File: src/rtl/gfmi_pkg.sv
package gfmi_pkg;

  localparam int unsigned ByteW  = 8;
  localparam int unsigned PolyW  = 9;
  localparam int unsigned DegW   = 4;
  localparam int unsigned MulCells = ByteW;
  localparam logic [PolyW-1:0] ModReset = 9'h11B;
  localparam logic [PolyW-1:0] ModTop   = 9'h100;

  localparam logic MODE_MUL = 1'b0;
  localparam logic MODE_INV = 1'b1;

  typedef enum logic [1:0] {
    ST_IDLE,
    ST_MUL,
    ST_INV,
    ST_HOLD
  } gfmi_state_t;

  typedef struct packed {
    logic             valid;
    logic [ByteW-1:0] a;
    logic [ByteW-1:0] acc;
    logic [ByteW-1:0] pw;
  } gfmi_mul_t;

  typedef struct packed {
    logic             done;
    logic [ByteW-1:0] res;
  } gfmi_inv_stat_t;

  function automatic logic [ByteW-1:0] xtime(input logic [ByteW-1:0] t,
                                             input logic [PolyW-1:0] m);
    logic [ByteW-1:0] r;
    r = {t[ByteW-2:0], 1'b0};
    if (t[ByteW-1]) r = r ^ m[ByteW-1:0];
    return r;
  endfunction

  function automatic logic [ByteW-1:0] xpow(input logic [ByteW-1:0] t,
                                            input logic [DegW-1:0] s,
                                            input logic [PolyW-1:0] m);
    logic [ByteW-1:0] r;
    r = t;
    for (int i = 0; i < ByteW; i++) begin
      if (DegW'(i) < s) r = xtime(r, m);
    end
    return r;
  endfunction

  function automatic logic [DegW-1:0] degree(input logic [PolyW-1:0] p);
    logic [DegW-1:0] d;
    d = '0;
    for (int i = 0; i < PolyW; i++) begin
      if (p[i]) d = DegW'(i);
    end
    return d;
  endfunction

endpackage

File: src/rtl/gf256_multiply_and_inverse_core.sv
// Multiply: 8 cell stages, then result and output registers.
// Inverse: one division step or swap per cycle in the Euclid unit.
// One item at a time; the next item is taken once the result reaches the output register.
// Synchronous active-low reset clears control state and sets modulus to 0x11B.
module gf256_multiply_and_inverse_core import gfmi_pkg::*; (
  input  logic             clk,
  input  logic             rst_n,
  input  logic             in_valid,
  output logic             in_ready,
  input  logic             in_mode,
  input  logic [ByteW-1:0] in_operand_a,
  input  logic [ByteW-1:0] in_operand_b,
  output logic             out_valid,
  input  logic             out_ready,
  output logic [ByteW-1:0] out_result,
  input  logic             psel,
  input  logic             penable,
  input  logic             pwrite,
  input  logic             paddr,
  input  logic [31:0]      pwdata,
  output logic [31:0]      prdata,
  output logic             pready
);

  gfmi_state_t      state_r, state_nxt;
  logic [PolyW-1:0] mod_r, mod_nxt, mod_act;
  logic [ByteW-1:0] res_r, res_nxt, out_r, out_nxt;
  logic             oval_r, oval_nxt;
  logic             accept;
  gfmi_mul_t        links [MulCells+1];
  gfmi_inv_stat_t   inv_stat;

  assign pready  = 1'b1;
  assign prdata  = {{(32-PolyW){1'b0}}, mod_r};
  assign mod_act = mod_r | ModTop;
  assign accept  = in_valid && in_ready;
  assign in_ready = (state_r == ST_IDLE);

  always_comb begin
    mod_nxt = mod_r;
    if (psel && penable && pwrite && (paddr == 1'b0)) mod_nxt = pwdata[PolyW-1:0];
  end

  assign links[0].valid = accept && (in_mode == MODE_MUL);
  assign links[0].a     = in_operand_a;
  assign links[0].acc   = '0;
  assign links[0].pw    = in_operand_b;

  for (genvar g = 0; g < MulCells; g++) begin : g_cell
    gfmi_mul_cell #(.BitIdx(g)) u_cell (
      .clk     (clk),
      .rst_n   (rst_n),
      .modulus (mod_act),
      .prev    (links[g]),
      .next    (links[g+1])
    );
  end

  gfmi_inv_unit u_inv (
    .clk     (clk),
    .rst_n   (rst_n),
    .start   (accept && (in_mode == MODE_INV)),
    .a       (in_operand_a),
    .modulus (mod_act),
    .stat    (inv_stat)
  );

  always_comb begin
    state_nxt = state_r;
    res_nxt   = res_r;
    out_nxt   = out_r;
    oval_nxt  = oval_r && !out_ready;
    unique case (state_r)
      ST_IDLE: begin
        if (accept) state_nxt = (in_mode == MODE_INV) ? ST_INV : ST_MUL;
      end
      ST_MUL: begin
        if (links[MulCells].valid) begin
          res_nxt   = links[MulCells].acc;
          state_nxt = ST_HOLD;
        end
      end
      ST_INV: begin
        if (inv_stat.done) begin
          res_nxt   = inv_stat.res;
          state_nxt = ST_HOLD;
        end
      end
      ST_HOLD: begin
        if (!oval_r || out_ready) begin
          out_nxt   = res_r;
          oval_nxt  = 1'b1;
          state_nxt = ST_IDLE;
        end
      end
      default: state_nxt = ST_IDLE;
    endcase
  end

  always_ff @(posedge clk) begin
    if (!rst_n) begin
      state_r <= ST_IDLE;
      oval_r  <= 1'b0;
      mod_r   <= ModReset;
    end else begin
      state_r <= state_nxt;
      oval_r  <= oval_nxt;
      mod_r   <= mod_nxt;
    end
    res_r <= res_nxt;
    out_r <= out_nxt;
  end

  assign out_valid  = oval_r;
  assign out_result = out_r;

endmodule

File: src/rtl/gfmi_mul_cell.sv
module gfmi_mul_cell import gfmi_pkg::*; #(
  parameter int unsigned BitIdx = 0
) (
  input  logic             clk,
  input  logic             rst_n,
  input  logic [PolyW-1:0] modulus,
  input  gfmi_mul_t        prev,
  output gfmi_mul_t        next
);

  gfmi_mul_t cell_r, cell_nxt;

  always_comb begin
    cell_nxt       = prev;
    cell_nxt.acc   = prev.a[BitIdx] ? (prev.acc ^ prev.pw) : prev.acc;
    cell_nxt.pw    = xtime(prev.pw, modulus);
  end

  always_ff @(posedge clk) begin
    if (!rst_n) begin
      cell_r.valid <= 1'b0;
    end else begin
      cell_r.valid <= cell_nxt.valid;
    end
    cell_r.a   <= cell_nxt.a;
    cell_r.acc <= cell_nxt.acc;
    cell_r.pw  <= cell_nxt.pw;
  end

  assign next = cell_r;

endmodule

File: src/rtl/gfmi_inv_unit.sv
module gfmi_inv_unit import gfmi_pkg::*; (
  input  logic             clk,
  input  logic             rst_n,
  input  logic             start,
  input  logic [ByteW-1:0] a,
  input  logic [PolyW-1:0] modulus,
  output gfmi_inv_stat_t   stat
);

  logic             busy_r, busy_nxt;
  logic [PolyW-1:0] ra_r, ra_nxt, rb_r, rb_nxt;
  logic [ByteW-1:0] ta_r, ta_nxt, tb_r, tb_nxt;
  logic [DegW-1:0]  deg_a, deg_b, sh;

  always_comb begin
    busy_nxt  = busy_r;
    ra_nxt    = ra_r;
    rb_nxt    = rb_r;
    ta_nxt    = ta_r;
    tb_nxt    = tb_r;
    stat.done = 1'b0;
    stat.res  = (ra_r == PolyW'(1)) ? ta_r : '0;
    deg_a     = degree(ra_r);
    deg_b     = degree(rb_r);
    sh        = deg_a - deg_b;
    if (start) begin
      busy_nxt = 1'b1;
      ra_nxt   = modulus;
      rb_nxt   = {1'b0, a};
      ta_nxt   = '0;
      tb_nxt   = ByteW'(1);
    end else if (busy_r) begin
      if (rb_r == '0) begin
        busy_nxt  = 1'b0;
        stat.done = 1'b1;
      end else if ((ra_r == '0) || (deg_a < deg_b)) begin
        ra_nxt = rb_r;
        rb_nxt = ra_r;
        ta_nxt = tb_r;
        tb_nxt = ta_r;
      end else begin
        ra_nxt = ra_r ^ PolyW'(rb_r << sh);
        ta_nxt = ta_r ^ xpow(tb_r, sh, modulus);
      end
    end
  end

  always_ff @(posedge clk) begin
    if (!rst_n) begin
      busy_r <= 1'b0;
    end else begin
      busy_r <= busy_nxt;
    end
    ra_r <= ra_nxt;
    rb_r <= rb_nxt;
    ta_r <= ta_nxt;
    tb_r <= tb_nxt;
  end

endmodule

File: config.mk
export PLATFORM = sky130hd
export DESIGN_NAME = gf256_multiply_and_inverse_core
export DESIGN_NICKNAME = d
export VERILOG_FILES = /design/src/rtl/gfmi_pkg.sv /design/src/rtl/gf256_multiply_and_inverse_core.sv /design/src/rtl/gfmi_mul_cell.sv /design/src/rtl/gfmi_inv_unit.sv
export SDC_FILE = /design/constraint.sdc
export NUM_CORES = 1
export LEC_CHECK = 0
export ABC_AREA = 1
export BUFFER_PORTS_ARGS = -buffer_cell sky130_fd_sc_hd__clkbuf_2
export CORE_MARGIN = 4
export CORE_UTILIZATION = 40
export DETAILED_ROUTE_END_ITERATION = 16
export PLACE_DENSITY_LB_ADDON = 0.25
export RECOVER_POWER = 100
export SYNTH_ARGS = -nofsm -noshare
export SYNTH_HDL_FRONTEND = slang
export SYNTH_SLANG_ARGS = --single-unit
export TNS_END_PERCENT = 5
File: constraint.sdc
create_clock -name clk -period 4.3 [get_ports clk]
set_input_delay 0.86 -clock clk [delete_from_list [all_inputs] [get_ports clk]]
set_output_delay 0.86 -clock clk [all_outputs]
set_load 0.03 [all_outputs]
==> results.txt <==
Final #Nets = 1728
Initial DRC Count = 582
Worst Setup End Kind = register
Via density = 4.57
Final GP Congestion = 0.879
CTS tree = yes
Non-filler cells, final = 2051
Worst-case reg-to-reg path depth = 39
Synth Instances = 1510
Post-Syn Area = 11100 um2
CP max-delay cell = fa_2
Antenna violations before repair = 0
Vias in the first global route = 8868
Syn Area/Cell = 7.33 um2
Worst stage delay on the critical path = 0.47 ns
I/O Pins = 100
DPL Wire Length = 20.2 mm
Worst-Margin Slew = 0.872 ns
Hold Path Origin = g_cell[0].u_cell.next[23]$_DFF_P_
Max-cap violations = 0
CP max FO = 7
Largest net degree at the start of global routing = 26
Max clock buf depth = 3
Root buffer cell = clkbuf_16
Unrepaired setup endpoints after global routing = yes
Synthesis Warnings = 0
Final setup violation count = 8
Area contributors post-synth = dfxtp_1 (34%), nand2_1 (15%), xor2_1 (9.6%)
Crit path top cell by count = nand2_4
Detailed Routing Iterations Pass 1 = 5
Slew headroom = 41.9%
Worst reg2reg path endpoint = u_inv.ta_r[4]$_SDFFE_PP0P_
Grt ovf = 0
Total Routed Length = 26.8 mm
I/O Buffers = 52
Synth top area share = 33.8%
Most frequent cells in the layout = nand2_1 (419), inv_1 (234), dfxtp_1 (187), buf_4 (122), xor2_1 (120)
Yosys cell types = 44
Layout cells sized above 1 = 21.4%
Fmax = 207 MHz
WP data arrival = 5.23 ns
Remaining DRCs = 0
Core area = 27100 um2
Startpoint types = register
DIE HEIGHT = 174 um
HP Class = reg -> reg
Latest clock arrival within the worst-skew pair = 0.50 ns
WS Path Type = reg -> reg
Commonest non-fill, non-tap cell in the layout = nand2_1
CTS Sinks = 219
Most frequently used flop master after synthesis = dfxtp_1
DP Worst Slack = -0.628 ns
Failing checks = negative setup slack
Synthesis-to-layout area growth = 23.3%
Worst EP required = 4.70 ns
Worst reg2reg setup slack = -0.53 ns
Cell Rows = 60
Register area share after synthesis = 42.5%
Total global-route track usage = 17.3%
Hold Path End = g_cell[1].u_cell.next[23]$_DFF_P_
Clock slew seen by the registers of the worst setup and hold paths = 0.06 ns
Post-synth EDFFs = 32
Die width = 174 um
Die area = 30400 um2
Worst r2r src = u_inv.ra_r[2]$_DFFE_PP_
Initial core utilization = 40.9%
Final worst-path cycle share = 112%
FF+latch count, synth = 219
H-tree Lvls = 1
Status = finished, violations left
ANT cells = 0
CTS Buf Count = 23
ANT nets after route = 0
Dpl cells = 1996
Max-slew violations = 0
Area leader, netlist = dfxtp_1
Worst clock skew = 0.0113 ns
Via count = 9366
Crit path time final = 4.83 ns
Hold path cells = 0
Fin. Hold Viols = 0
Final setup slack of the worst path = -0.534 ns
Hold_buf cts = 0
Post-synth ARST share = 0%
Routed wire length per instance = 13.1 um
First-pass GRT wire length = 43.6 mm
==> cell type report <==
class,count,area (um2)
fillers,2646,13400
multi-input cells,981,5550
flip-flops and latches,219,4700
repair buffers,185,1290
inverters,252,946
clock buffers,27,611
well taps,372,465
clock inverters,15,85.1
==> critical path: cells and delay by family, from the launching register on <==
family / cells / cell delay [ns]
compound gates: 4 / 0.63
flops: 1 / 0.41
simple gates: 26 / 2.46
fa+ha+maj: 2 / 0.65
buf+inv: 7 / 0.56
==> per-stage QoR <==
step / hold WS [ns] / area (um2) / util, % / setup TNS, ns
after floorplan: 0.310 / 11200 / - / 0
after global placement: 0.310 / 12400 / 45.8 / -4.19
after detailed placement: 0.312 / 12400 / 45.8 / -4.83
after CTS: 0.325 / 13500 / 49.7 / -3.28
after global routing: 0.331 / 13700 / 50.4 / -6.57
final: 0.325 / 13700 / 50.4 / -4.03
==> repair_timing <==
item,4_1_cts,5_1_grt
pin swaps,47,42
endpoints found under the setup margin,8,8
resized for setup,77,47
buffers inserted,10,3
==> state kept, by name, indices dropped and copies added, names as in the netlist <==
name                count
u_inv.ta_r              8
res_r                   8
out_result              8
state_r                 2
out_valid               1
u_inv.ra_r              9
mod_r                   9
u_inv.rb_r              9
u_inv.busy_r            1
g_cell.u_cell.next    156
u_inv.tb_r              8
==> kinds of logic after synthesis <==
logic type	after synthesis	synth area share (%)
adder cells (fa/ha/maj)	9	1.08
AND/OR/NAND/NOR	683	27.0
multiplexers	1	0.0904
flip-flops	219	42.5
AO/OA/AOI/OAI	142	7.14
XOR/XNOR	122	9.82
other	2	0.0678
buffers and inverters	332	12.3
==> cell usage after synthesis (2+ instances only) <==
master,count
xor2_1,121
o211ai_1,9
dfxtp_1,187
nand3_2,6
inv_1,241
inv_2,10
o21ai_0,70
buf_4,27
clkbuf_1,42
nand2_1,455
nor2_2,5
o21ai_1,7
nand4_1,7
o32ai_1,2
nor3_1,4
buf_1,3
nand2_2,8
o21bai_1,2
buf_2,6
o31ai_1,8
a21oi_1,36
edfxtp_1,32
nor2_1,42
o22ai_1,5
nand2_4,11
ha_1,8
nor2_4,3
nand3_1,135
conb_1,2
nand4_4,2
==> worst max-delay path by stage <==
stage | slack (ns) | start | to
finish | -0.53 | u_inv.ra_r[2]$_DFFE_PP_ | u_inv.ta_r[4]$_SDFFE_PP0P_
CTS | -0.43 | u_inv.rb_r[2]$_DFFE_PP_ | u_inv.ta_r[6]$_SDFFE_PP0P_
global placement | -0.57 | u_inv.ra_r[2]$_DFFE_PP_ | u_inv.ta_r[1]$_SDFFE_PP0P_
detailed placement | -0.63 | u_inv.ra_r[2]$_DFFE_PP_ | u_inv.ta_r[1]$_SDFFE_PP0P_
global route | -0.85 | u_inv.ra_r[2]$_DFFE_PP_ | u_inv.ta_r[4]$_SDFFE_PP0P_
floorplan | 0.005 | u_inv.rb_r[2]$_DFFE_PP_ | u_inv.ta_r[1]$_SDFFE_PP0P_
==> metal layers <==
metal | vias to the layer above | track usage, % | part of all wire (%)
met2 | 170 | 30.3 | 48
li1 | 4900 | - | -
met4 | 0 | 4.88 | 2.5
met1 | 4257 | 22.4 | 44
met3 | 39 | 2.13 | 4.5
met5 | - | 0 | 0
Power is not shown: default switching activity piles up to over one toggle a cycle in this logic, so the estimate is an artifact.
